**config.mk**
```make
export PLATFORM = sky130hd
export DESIGN_NAME = fgd_cell
export DESIGN_NICKNAME = d
export VERILOG_FILES = /design/src/rtl/core/fgd_pkg.sv /design/src/rtl/core/fgd_cell.sv
export SDC_FILE = /design/constraint.sdc
export NUM_CORES = 1
export LEC_CHECK = 0
export BUFFER_PORTS_ARGS = -buffer_cell sky130_fd_sc_hd__buf_2
export CORE_MARGIN = 3
export CORE_UTILIZATION = 63
export CTS_CLUSTER_DIAMETER = 120
export CTS_CLUSTER_SIZE = 12
export DETAILED_ROUTE_END_ITERATION = 10
export GPL_TIMING_DRIVEN = 0
export PLACE_DENSITY_LB_ADDON = 0.25
export SLEW_MARGIN = 20
export SYNTH_ARGS = -nofsm -noshare
export SYNTH_HDL_FRONTEND = slang
export SYNTH_SLANG_ARGS = --single-unit
```
**constraint.sdc**
```tcl
create_clock -name aclk -period 7.6 [get_ports aclk]
set_clock_uncertainty 0.2 [all_clocks]
set_input_delay 0.38 -clock aclk [delete_from_list [all_inputs] [get_ports aclk]]
set_output_delay 0.38 -clock aclk [all_outputs]
set_load 0.02 [all_outputs]
```
**src/rtl/core/fgd_pkg.sv**
```systemverilog
// shared constants and types for the fir gain decimator chain
package fgd_pkg;

    localparam int TAPS            = 16;
    localparam int SAMPLE_WIDTH    = 16;
    localparam int COEF_WIDTH      = 32;
    localparam int FRAC_SHIFT      = 15;
    localparam int GAIN_WIDTH      = 16;
    localparam int DECIM_WIDTH     = 5;
    localparam int PHASE_WIDTH     = 4;
    localparam int MAX_FACTOR      = 16;
    localparam int TAP_INDEX_WIDTH = 4;
    localparam int CFG_INDEX_WIDTH = 1;
    localparam int CFG_DATA_WIDTH  = 16;

    // register indexes on the configuration port
    localparam logic [CFG_INDEX_WIDTH-1:0] REG_GAIN  = 1'd0;
    localparam logic [CFG_INDEX_WIDTH-1:0] REG_DECIM = 1'd1;

    localparam logic [0:0] MODE_SAMPLE = 1'b0;
    localparam logic [0:0] MODE_COEF   = 1'b1;

    typedef enum logic [1:0] {
        ST_IDLE,
        ST_FILTER,
        ST_DELIVER
    } state_t;

    typedef struct packed {
        logic shift;
        logic clear;
        logic coef_we;
    } cell_ctrl_t;

endpackage

```
**src/rtl/core/fgd_cell.sv**
```systemverilog
// one filter cell: a delay entry, its coefficient and a multiply-add on the partial sum
module fgd_cell (
    input  logic                                  aclk,
    input  logic                                  aresetn,
    input  fgd_pkg::cell_ctrl_t                   ctrl,
    input  logic signed [fgd_pkg::SAMPLE_WIDTH-1:0] delay_in,
    input  logic signed [fgd_pkg::COEF_WIDTH-1:0]   coef_in,
    input  logic [fgd_pkg::COEF_WIDTH-1:0]          sum_in,
    input  logic                                  tok_in,
    output logic signed [fgd_pkg::SAMPLE_WIDTH-1:0] delay_out,
    output logic [fgd_pkg::COEF_WIDTH-1:0]          sum_out,
    output logic                                  tok_out
);
    import fgd_pkg::*;

    logic signed [SAMPLE_WIDTH-1:0]            delay_reg, delay_next;
    logic signed [COEF_WIDTH-1:0]              coef_reg, coef_next;
    logic [COEF_WIDTH-1:0]                     sum_reg, sum_next;
    logic                                      tok_reg;
    logic signed [SAMPLE_WIDTH+COEF_WIDTH-1:0] prod;

    assign prod = delay_reg * coef_reg;

    always_comb begin
        delay_next = delay_reg;
        if (ctrl.shift) begin
            delay_next = ctrl.clear ? '0 : delay_in;
        end
        coef_next = ctrl.coef_we ? coef_in : coef_reg;
        // accumulator wraps at its own width
        sum_next = tok_in ? sum_in + prod[COEF_WIDTH-1:0] : sum_reg;
    end

    always_ff @(posedge aclk) begin
        if (!aresetn) begin
            delay_reg <= '0;
            coef_reg  <= '0;
            tok_reg   <= 1'b0;
        end else begin
            delay_reg <= delay_next;
            coef_reg  <= coef_next;
            tok_reg   <= tok_in;
        end
        sum_reg <= sum_next;
    end

    assign delay_out = delay_reg;
    assign sum_out   = sum_reg;
    assign tok_out   = tok_reg;

endmodule

```
==> impl_table.tex <==
\begin{tabular}{lr}
\hline
Metric & Value \\
\hline
\multicolumn{2}{l}{\textbf{Outcome}} \\
Status & finished, final reports clean \\
\multicolumn{2}{l}{\textbf{Cells and area}} \\
Count of non-filler cells in the finished layout & 2,137 \\
Commonest non-fill, non-tap cells in the layout & 389 x inv\_1, 334 x fa\_1, 225 x nand2\_1 \\
Post-layout utilization of the core & 0.709 \\
Area growth from synthesis to layout & 8.83\% \\
Most common cell after layout, fill and taps aside & inv\_1 \\
Final net count & 2,330 \\
Ant diodes & 0 \\
Layout cells sized above 1 & 0.0897 \\
\multicolumn{2}{l}{\textbf{Detailed routing}} \\
Drt total wl & 40,500 um \\
Routed length per placed instance & 19.0 um \\
DRC violation total after the first TritonRoute iteration & 685 \\
Detail Route Antenna Nets & 0 \\
Post-detailed-route via-to-cell ratio & 5.38 \\
Number of iterations in the first detailed-routing pass & 6 \\
Via Count & 11,500 \\
DR DRC count & 0 \\
\multicolumn{2}{l}{\textbf{GRT}} \\
Global-route wire length before repair & 66,200 um \\
Vias in the first global route & 12,700 \\
Total congestion overflow after global routing & 0 \\
Largest net degree at the start of global routing & 34 \\
Overall Global Routing Usage & 0.328 \\
Antenna violations before repair & 0 \\
\multicolumn{2}{l}{\textbf{Setup path}} \\
Startpoint types & register \\
CP dominant cell by count & fa\_1 \\
Worst-path cell chain & clkbuf\_2 > clkbuf\_1 > nand2\_1 > fa\_1 > fa\_1 > fa\_1 > fa\_1 > inv\_1 > fa\_1 > inv\_1 > fa\_1 > inv\_1 > ha\_1 > a21oi\_2 > o21ba\_2 > nand4\_1 > and4\_1 > o21ai\_1 > a31oi\_1 > o41ai\_2 > xnor2\_1 \\
R2r startpoint & delay\_out[3] \\
Capture instance of the worst register-to-register path & sum\_out[31] \\
CP Data Required Time & 7510 ps \\
Biggest fanout along the worst timing path & 10 \\
Worst r2r path cells & 21 \\
Worst setup EP type & register \\
CP arrival & 7300 ps \\
Crit. Startpoint & delay\_out[3] \\
Crit path largest cell delay & 590 ps \\
Critical path's slowest cell & fa\_1 \\
CP Class & register to register \\
Worst R2R Setup Slack & 210 ps \\
\multicolumn{2}{l}{\textbf{STA}} \\
Slack of the critical path & 209 ps \\
Count of final setup violators & 0 \\
Setup total negative slack & 0 ps \\
Slew @ Worst Pin & 993 ps \\
Slew margin rel. & 0.338 \\
Final Max Slew Viols & 0 \\
Final hold slack & 67.1 ps \\
Share of the clock period used by the worst path & 0.973 \\
Setup repair after global routing missed its margin & false \\
Final Hold Vio Count & 0 \\
Post-layout minimum cycle time & 7390 ps \\
Highest clock rate & 135 MHz \\
\multicolumn{2}{l}{\textbf{Synthesis}} \\
Share of synthesized registers carrying an async set or reset & 0 \\
Main synth FF type & dfxtp\_1 \\
Unique masters post-synth & 50 \\
Warnings, synthesis & 0 \\
Share of synthesized area occupied by flip-flops and latches & 0.125 \\
Avg Synthesized Cell Area & 9.31 sq um \\
Number of synthesized flops with an enable pin & 32 \\
Synthesized area & 15,600 sq um \\
Mapped Cells & 1,671 \\
Post-synthesis sequential element count & 81 \\
Number of nets in the synthesized netlist & 2,188 \\
\multicolumn{2}{l}{\textbf{Place}} \\
Port bufs & 132 \\
DPL Wire Length & 33,200 um \\
GPL Wtd Cong & 0.991 \\
DP Worst Slack & 25.3 ps \\
Post-placement cell count & 2,122 \\
\multicolumn{2}{l}{\textbf{Worst hold path}} \\
Worst min-delay path class & input pin to register \\
Hold Startpoint & delay\_in[6] \\
Worst Hold Depth & 3 \\
Worst hold path endpoint & delay\_out[6] \\
\multicolumn{2}{l}{\textbf{Clock network}} \\
Worst-skew pair later-pin latency & 360 ps \\
Number of sinks on the clock net & 81 \\
CTS H-tree depth & 3 \\
Number of buffers inserted for hold repair after clock tree synthesis & 0 \\
Maximum number of buffers from clock root to sink & 2 \\
Number of buffers inserted during clock tree synthesis & 9 \\
PostCTS Resize Cnt & 0 \\
Setup repair bufs after CTS & 0 \\
Clock transition at the registers of the reported paths & 80 ps \\
TritonCTS clock tree & yes \\
Root cell of the clock tree & clkbuf\_16 \\
\multicolumn{2}{l}{\textbf{Floorplan}} \\
Effective utilization at floorplan & 0.651 \\
Core box area & 23,900 sq um \\
Number of rows in the core area & 56 \\
Die Ht & 163 um \\
I/O pins & 135 \\
Die ar. & 26,600 sq um \\
Die Span X & 163 um \\
\multicolumn{2}{l}{\textbf{Power}} \\
Power Density & 113 nW/um\^{}2 \\
Leakage power & 8.33 nW \\
Worst vdd rail ir drop & 0.114 mV \\
\multicolumn{2}{l}{\textbf{Job}} \\
Max Cap Violations & 0 \\
\hline
\end{tabular}
## how the worst max path moves through the flow
stage,end,cells past startpoint
2_1_floorplan,sum_out[30],21
3_3_place_gp,sum_out[30],21
3_5_place_dp,sum_out[31],21
4_1_cts,sum_out[31],21
5_1_grt,sum_out[31],21
6_report,sum_out[31],21
## kinds of logic after synthesis
| kind of cell | share of synthesized area |
|---|---|
| AOI/OAI and AO/OA | 0.0359 |
| xor gates and xnor gates | 0.0304 |
| adders and majority gates | 0.508 |
| buffers and inverters | 0.112 |
| DFF | 0.125 |
| muxes | 0.0206 |
| and+or+nand+nor | 0.168 |
## area by class of cell
cell class / instances / area [sq um]
inverter: 390 / 1460
fill: 1887 / 6960
clock buffer: 9 / 225
buffer: 75 / 288
sequential: 81 / 1940
clock inverter: 7 / 86.3
multi-input combinational: 1124 / 11900
timing repair buffer: 132 / 661
tap: 319 / 399
## per-stage QoR
stage                     area (sq um)  power (mW)
after global placement           16600        1.42
after global routing             16900        2.05
after floorplan                  15600        1.19
after CTS                        16900        1.92
after detailed placement         16600        1.45
final                            16900        1.91
## metal layers
layer	global-route usage	vias to the layer above	routed length, um
met5	0	-	0
met4	0.136	0	1920
met3	0.0573	95	2400
met2	0.574	387	20500
met1	0.404	5850	15700
li1	-	5161	-
## synthesized netlist by cell type (32+ instances only)
cell type / instances / area, sq um
dfxtp_1: 49 / 981
clkbuf_1: 70 / 263
nand2_1: 225 / 845
mux2i_1: 32 / 320
edfxtp_1: 32 / 961
ha_1: 97 / 1210
inv_1: 389 / 1460
a21oi_1: 36 / 180
nor2_1: 34 / 128
xnor2_1: 46 / 403
fa_1: 334 / 6690
nor2b_1: 64 / 400
and2_1: 164 / 1030
## worst max-delay path, delay by kind of cell, from the launching register on
family / cells / cell delay (ps)
flops: 1 / 390
buf+inv: 5 / 1000
simple gates: 3 / 820
compound gates: 5 / 1220
fa+ha+maj: 7 / 3390
xor+xnor: 1 / 100
## power breakdown
part           internal (mW)  total [mW]  switching [mW]  leakage [nW]
sequential             0.536       0.573          0.0362         0.716
clock                  0.235       0.472           0.237         0.150
combinational          0.343       0.870           0.527          7.46
No activity file was read; power rests on OpenSTA's default activity.
