### src/rtl/core/fgd_pkg.sv
// shared constants and types for the fir gain decimator chain
package fgd_pkg;

    localparam int TAPS            = 16;
    localparam int SAMPLE_WIDTH    = 16;
    localparam int COEF_WIDTH      = 32;
    localparam int FRAC_SHIFT      = 15;
    localparam int GAIN_WIDTH      = 16;
    localparam int DECIM_WIDTH     = 5;
    localparam int PHASE_WIDTH     = 4;
    localparam int MAX_FACTOR      = 16;
    localparam int TAP_INDEX_WIDTH = 4;
    localparam int CFG_INDEX_WIDTH = 1;
    localparam int CFG_DATA_WIDTH  = 16;

    // register indexes on the configuration port
    localparam logic [CFG_INDEX_WIDTH-1:0] REG_GAIN  = 1'd0;
    localparam logic [CFG_INDEX_WIDTH-1:0] REG_DECIM = 1'd1;

    localparam logic [0:0] MODE_SAMPLE = 1'b0;
    localparam logic [0:0] MODE_COEF   = 1'b1;

    typedef enum logic [1:0] {
        ST_IDLE,
        ST_FILTER,
        ST_DELIVER
    } state_t;

    typedef struct packed {
        logic shift;
        logic clear;
        logic coef_we;
    } cell_ctrl_t;

endpackage

### src/rtl/core/fgd_tail.sv
// output scaling: drop the fraction bits of the filter sum and apply the gain
module fgd_tail (
    input  logic                                  aclk,
    input  logic                                  aresetn,
    input  logic [fgd_pkg::COEF_WIDTH-1:0]          sum_in,
    input  logic                                  tok_in,
    input  logic signed [fgd_pkg::GAIN_WIDTH-1:0]   gain,
    output logic signed [fgd_pkg::SAMPLE_WIDTH-1:0] gained,
    output logic                                  gained_valid
);
    import fgd_pkg::*;

    localparam int EXT_WIDTH = COEF_WIDTH + SAMPLE_WIDTH + FRAC_SHIFT;

    logic signed [EXT_WIDTH-1:0]               ext;
    logic signed [EXT_WIDTH-1:0]               shifted;
    logic signed [SAMPLE_WIDTH-1:0]            filt;
    logic signed [SAMPLE_WIDTH+GAIN_WIDTH-1:0] prod;
    logic signed [SAMPLE_WIDTH-1:0]            gained_reg, gained_next;
    logic                                      valid_reg;

    assign ext     = {{(EXT_WIDTH-COEF_WIDTH){sum_in[COEF_WIDTH-1]}}, sum_in};
    assign shifted = ext >>> FRAC_SHIFT;
    assign filt    = shifted[SAMPLE_WIDTH-1:0];
    assign prod    = filt * gain;

    always_comb begin
        gained_next = tok_in ? prod[SAMPLE_WIDTH-1:0] : gained_reg;
    end

    always_ff @(posedge aclk) begin
        if (!aresetn) begin
            valid_reg <= 1'b0;
        end else begin
            valid_reg <= tok_in;
        end
        gained_reg <= gained_next;
    end

    assign gained       = gained_reg;
    assign gained_valid = valid_reg;

endmodule

### config.mk
export PLATFORM = sky130hd
export DESIGN_NAME = fgd_tail
export DESIGN_NICKNAME = d
export VERILOG_FILES = /design/src/rtl/core/fgd_pkg.sv /design/src/rtl/core/fgd_tail.sv
export SDC_FILE = /design/constraint.sdc
export NUM_CORES = 1
export LEC_CHECK = 0
export ABC_CLOCK_PERIOD_IN_PS = 4700
export BUFFER_PORTS_ARGS = -buffer_cell sky130_fd_sc_hd__buf_2
export CORE_UTILIZATION = 47
export DETAILED_ROUTE_END_ITERATION = 16
export PLACE_DENSITY_LB_ADDON = 0.12
export REMOVE_ABC_BUFFERS = 1
export SLEW_MARGIN = 20
export SYNTH_ARGS = -nofsm -noshare
export SYNTH_HDL_FRONTEND = slang
export SYNTH_SLANG_ARGS = --single-unit
### constraint.sdc
create_clock -name aclk -period 4.7 [get_ports aclk]
set_input_delay 0.47 -clock aclk [delete_from_list [all_inputs] [get_ports aclk]]
set_output_delay 0.47 -clock aclk [all_outputs]
set_load 0.005 [all_outputs]
==> impl_metrics.tcl, run 1 <==
set metrics [dict create \
    yosysSeqAreaShare 0.1060 \
    antenna_found_initial 0 \
    avgRoutedWirePerCell_um 13.60 \
    worst-endpoint-required_ns 4.72 \
    synthArstFlopShare 0 \
    ios 68 \
    synth_top_family_by_area "adder cells" \
    arrival_ns 4.94 \
    clkSlewWorstSetupHoldPaths_ns 0.07 \
    status "complete, but fails checks" \
    fin_area_um2 5984 \
    swShare 0.4454 \
    ys_seq_elements 17 \
    critPathLaunchType "input pin" \
    muxShareOfSynthArea 0 \
    fin_cells 763 \
    clk_path_buf_depth 2 \
    internal_power_mw 2.457 \
    dr.first_iter.drc_count 96 \
    slew_viol_final 0 \
    largest_reg_flops 16 \
    portBuffers 51 \
    power.density_nw_per_um2 740.1 \
    cts_tree "yes" \
    dp_worst_setup_slack_ns -0.7423 \
    violations "setup timing" \
    dp_hpwl_um 8970 \
    p_switching_mw 1.973 \
    syn_to_final_growth_pct 26.74 \
    cts_hold_buf 0 \
    dpl_cell_area_um2 5559 \
    num_rows 36 \
    place.gp.congestion 0.8565 \
    rsz0062_at_grt "yes" \
    ant_nets 0 \
    crit_path_end_kind "flop" \
    synth_top_area_cell "fa_1" \
    hold_path_class "in2reg" \
    holdPathStages 2 \
    setup_viol 4 \
    dr.pass1.iters 4 \
    path_max_fanout 4 \
    synth_area_um2 4722 \
    grt_pass1_vias 3897 \
    layout.nets 822 \
    start_util 0.4831 \
    netlist.area_leader.share 0.3349 \
    min_period_ns 4.919 \
    fin_crit_sh 1.047 \
    dieArea_um2 10450 \
    cts.sinks 17 \
    grt_max_degree 18 \
    fp.coreArea_um2 9774 \
    synth-edff-count 16 \
    grt_pass1_wl_um 17600 \
    slew-limit-headroom 0.7377 \
    hold_violations 0 \
    syn_avg_cell_area_um2 9.098 \
    wirelength_um 10370 \
    worstSetupPathType "in2reg" \
    setup_ws_ns -0.2189 \
    synth_cells 519 \
    finalHoldWorstSlack_ns 0.4183 \
    utilization 0.6123 \
    p_total_mw 4.429 \
    pwr-share-seq 0.081 \
    ys_warn_count 0 \
    clock-root-buffer "clkbuf_8" \
    worstHoldEndpoint "gained_valid" \
    final_layout_size_suffix_gt1_frac 0.2905 \
    grt.overflow.total 0 \
    synth_cell_type_count 34 \
    antennaDiodeCount 0 \
    die_x_um 102.2 \
    via_count 3651 \
    final_common_cell "inv_1" \
    dp.cells 751 \
    avgViaCountPerCell 4.785 \
    power_frac_comb 0.893 \
    grt.total_usage 0.2209 \
    synthTopCellsByArea "fa_1 33%, ha_1 16%, inv_1 10%" \
    synth_compound_area_frac 0.03524 \
    layout_common_cells "120 x inv_1, 73 x fa_1, 70 x buf_4" \
    fmax_mhz 203.3 \
    die_y_um 102.2 \
    synth_xor_area_frac 0.08002 \
    synthAdderAreaFrac 0.4966 \
    maxCapViolCount 0 \
    synth_flop_cell "edfxtp_1" \
    p_leak_nw 3.081 \
    power.share.clock 0.026 \
    setup_tns_ns -0.5025 \
    cts_max_level 1 \
    ir_worst_vdd_mv 0.7699 \
    cts_buffers 3 \
    max_slew.worst_pin.slew_ns 0.3935 \
    yosys.area_share.simple 0.1632 \
    holdCritStartpoint "aresetn" \
    route.detailed.drc 0 \
]
==> final cells by class <==
type | instances | area, um^2
Tap cell | 133 | 166.4
Clock buffer | 4 | 45.04
Inverter | 129 | 484.2
Multi-Input combinational cell | 357 | 3879
Sequential cell | 17 | 500.5
Fill cell | 879 | 3790
Timing Repair Buffer | 123 | 909.6
==> cell families after synthesis <==
group | count (synthesis)
XOR/XNOR | 39
flip-flops | 17
AO/OA/AOI/OAI | 27
adder cells (fa/ha/maj) | 140
AND/OR/NAND/NOR | 151
buffers and inverters | 145
==> power groups by stage <==
stage          combinational [mW]  sequential, mW  clock, mW
2_1_floorplan                2.01           0.376          0
3_3_place_gp                 3.14           0.366          0
3_5_place_dp                 3.22           0.365          0
4_1_cts                      3.73           0.362      0.118
5_1_grt                      4.44           0.371      0.124
6_report                     3.95           0.361      0.115
==> worst max-delay path: stages <==
cell	delay (ns)
buf_2	0.12
buf_4	0.11
nand2_1	0.06
fa_1	0.50
fa_1	0.57
inv_1	0.06
fa_1	0.50
inv_1	0.05
fa_1	0.55
fa_2	0.44
fa_1	0.49
inv_1	0.04
ha_1	0.19
a21oi_1	0.14
o21ai_0	0.08
a21oi_1	0.16
o21ai_0	0.12
buf_4	0.16
xnor2_2	0.12
==> layer usage <==
metal | routed length, um | GRT usage
met1 | 4345 | 0.2633
met2 | 5573 | 0.4177
met3 | 188 | 0.009576
met4 | 265 | 0.08571
met5 | 0 | 0
==> synthesized netlist by cell type (5+ instances only) <==
cell and instances:
a21o_1 5, a21oi_1 9, and2_1 62, clkbuf_1 12, edfxtp_1 16, fa_1 79
ha_1 61, inv_1 129, nand2_1 71, o21ai_0 6, xnor2_1 28, xor2_1 7
==> worst max-delay path by stage <==
stage | start | endpoint | slack [ns] | cells after the start
after floorplan | gain[4] | gained[15] | -0.17 | 17
final | sum_in[24] | gained[15] | -0.22 | 19
after detailed placement | gain[1] | gained[15] | -0.74 | 17
after global routing | sum_in[22] | gained[15] | -0.41 | 17
after global placement | gain[1] | gained[15] | -0.74 | 17
after CTS | gain[3] | gained[15] | -0.32 | 17
==> what timing repair did <==
action | CTS | global route
pin swaps | 35 | 30
resized for setup | 50 | 32
setup buffers | 4 | 5
setup endpoints to repair | 5 | 5
Power figures use the tool's default switching activity.
==> run 2: changes to the inputs <==
--- a/config.mk
+++ b/config.mk
@@ -9,7 +9,7 @@
 export BUFFER_PORTS_ARGS = -buffer_cell sky130_fd_sc_hd__buf_2
 export CORE_UTILIZATION = 47
 export DETAILED_ROUTE_END_ITERATION = 16
-export PLACE_DENSITY_LB_ADDON = 0.12
+export PLACE_DENSITY = 0.82
 export REMOVE_ABC_BUFFERS = 1
 export SLEW_MARGIN = 20
 export SYNTH_ARGS = -nofsm -noshare
==> run 2 against run 1 <==
The flow still finishes with violations (setup timing). Count of clock-buffer cells in the layout is the same. First-iteration DRC count grew 19%. Sequential cell count is the same. Power grew 6.4%. Global-route usage grew 1.9 points. Maximum frequency grew 0.26%. Die area is the same. Sequential share of layout area is essentially flat. Critical path type unchanged. Highest routed layer unchanged.
==> impl_metrics.tcl, run 2 (synthesis gave the netlist of run 1 again) <==
set metrics [dict create \
    fillers 794 \
    hold_path_class "in2reg" \
    status "complete, but fails checks" \
    dp_hpwl_um 9304 \
    crit_chain "buf_6 -> and2_4 -> fa_1 -> inv_1 -> fa_1 -> inv_1 -> fa_1 -> fa_1 -> inv_1 -> fa_1 -> fa_2 -> xnor2_2 -> xnor2_1 -> xnor2_1 -> xnor2_1 -> xnor3_2 -> xnor2_1" \
    p_switching_mw 2.100 \
    arrival_ns 4.91 \
    via_count 3728 \
    grt_util_met3 0.01915 \
    wirelength_um 11170 \
    grt_pass1_wl_um 19130 \
    avgViaCountPerCell 4.938 \
    final_common_cell "inv_1" \
    grt_pass1_vias 4259 \
    cts_tree "yes" \
    start_util 0.4831 \
    fin_area_um2 5981 \
    internal_power_mw 2.611 \
    ios 68 \
    slew-limit-headroom 0.7473 \
    cpMaxStageDelayCell "fa_1" \
    dieArea_um2 10450 \
    clock-root-buffer "clkbuf_8" \
    maxCapViolCount 0 \
    largest_reg_flops 16 \
    critPathLaunchType "input pin" \
    antennaDiodeCount 0 \
    max_slew.worst_pin.slew_ns 0.3764 \
    fp.coreArea_um2 9774 \
    dr.pass1.iters 4 \
    portBuffers 51 \
    swShare 0.4458 \
    fin_crit_sh 1.044 \
    setup_viol 3 \
    crit_path_end_kind "flop" \
    grt_max_degree 18 \
    slowest_delay_ns 0.53 \
    worstHoldEndpoint "gained_valid" \
    grt.overflow.total 0 \
    violations "setup timing" \
    clkSlewWorstSetupHoldPaths_ns 0.06 \
    setup_tns_ns -0.3589 \
    clk_path_buf_depth 2 \
    hold_violations 0 \
    antenna_found_initial 0 \
    avgRoutedWirePerCell_um 14.80 \
    cts.sinks 17 \
    place.gp.congestion 0.8780 \
    slew_viol_final 0 \
    worst-endpoint-required_ns 4.71 \
    use_met2 0.4584 \
    die_y_um 102.2 \
    power.density_nw_per_um2 787.6 \
    rsz0062_at_grt "yes" \
    cts_hold_buf 0 \
    layout.nets 814 \
    fmax_mhz 203.8 \
    cts_buffers 3 \
    final_layout_size_suffix_gt1_frac 0.2926 \
    multi_input_area_um2 3914 \
    layout_common_cells "117 x inv_1, 74 x fa_1, 68 x nand2_1" \
    route.detailed.drc 0 \
    ir_worst_vdd_mv 0.6434 \
    p_leak_nw 3.051 \
    die_x_um 102.2 \
    grt.total_usage 0.2402 \
    seqCellArea_um2 500.5 \
    min_period_ns 4.906 \
    busiest_layer "met2" \
    cts_max_level 1 \
    dpl_cell_area_um2 5544 \
    worstSetupPathType "in2reg" \
    syn_to_final_growth_pct 26.66 \
    cpMostUsedCell "fa_1" \
    dr.first_iter.drc_count 114 \
    ant_nets 0 \
    num_rows 36 \
    pwr-share-seq 0.077 \
    path_max_fanout 3 \
    holdPathStages 2 \
    power_frac_comb 0.900 \
    holdCritStartpoint "aresetn" \
    met1_usage 0.2597 \
    setup_ws_ns -0.2062 \
    power.share.clock 0.024 \
]
==> run 2: power by group through the flow <==
stage	logic, mW	registers (mW)	clock network (mW)
4_1_cts	3.94	0.363	0.113
3_5_place_dp	3.23	0.366	0
5_1_grt	4.67	0.372	0.119
3_3_place_gp	3.06	0.364	0
6_report	4.24	0.362	0.111
2_1_floorplan	2.01	0.376	0
==> run 2: timing repair <==
item	CTS	global route
buffers inserted	1	1
setup endpoints to repair	4	5
gates resized for setup	67	27
pin swaps	40	35
hold endpoints to repair	0	0
==> run 2: critical path: cells and delay by family <==
kind	cells	cell delay (ns)
buf+inv	4	0.26
fa+ha+maj	6	2.84
xor+xnor	6	1.18
simple gates	1	0.15
==> run 2: metrics by stage <==
stage                     instances  utilization  total power, mW  worst slack, ns  hold slack (ns)
after floorplan                 503            -            2.382          -0.1724           0.5825
after global placement          749       0.5672            3.425          -0.7685           0.6802
after detailed placement        749       0.5672            3.592          -0.7825           0.6910
after CTS                       754       0.6011            4.412          -0.2861           0.4255
after global routing            755       0.6119            5.165          -0.3488           0.4378
final                           755       0.6119            4.710          -0.2062           0.4217
==> run 2: final cells by class <==
cell class / count / area share
clock buffer: 4 / 0.007531
multi-input combinational: 357 / 0.6544
sequential: 17 / 0.08368
timing repair buffer: 115 / 0.1456
tap: 133 / 0.02782
inverter: 129 / 0.08096
==> run 2: routing by layer <==
metal | wire length [um] | share of wire
met4 | 669 | 0.060
met2 | 5793 | 0.52
met3 | 382 | 0.034
met1 | 4327 | 0.39
met5 | 0 | 0
==> run 2: worst max-delay path by stage <==
stage / slack (ns) / from / endpoint
after global placement: -0.77 / gain[1] / gained[15]
after CTS: -0.29 / sum_in[27] / gained[15]
final: -0.21 / sum_in[27] / gained[15]
after detailed placement: -0.78 / gain[1] / gained[15]
after global routing: -0.35 / sum_in[23] / gained[15]
after floorplan: -0.17 / gain[4] / gained[15]
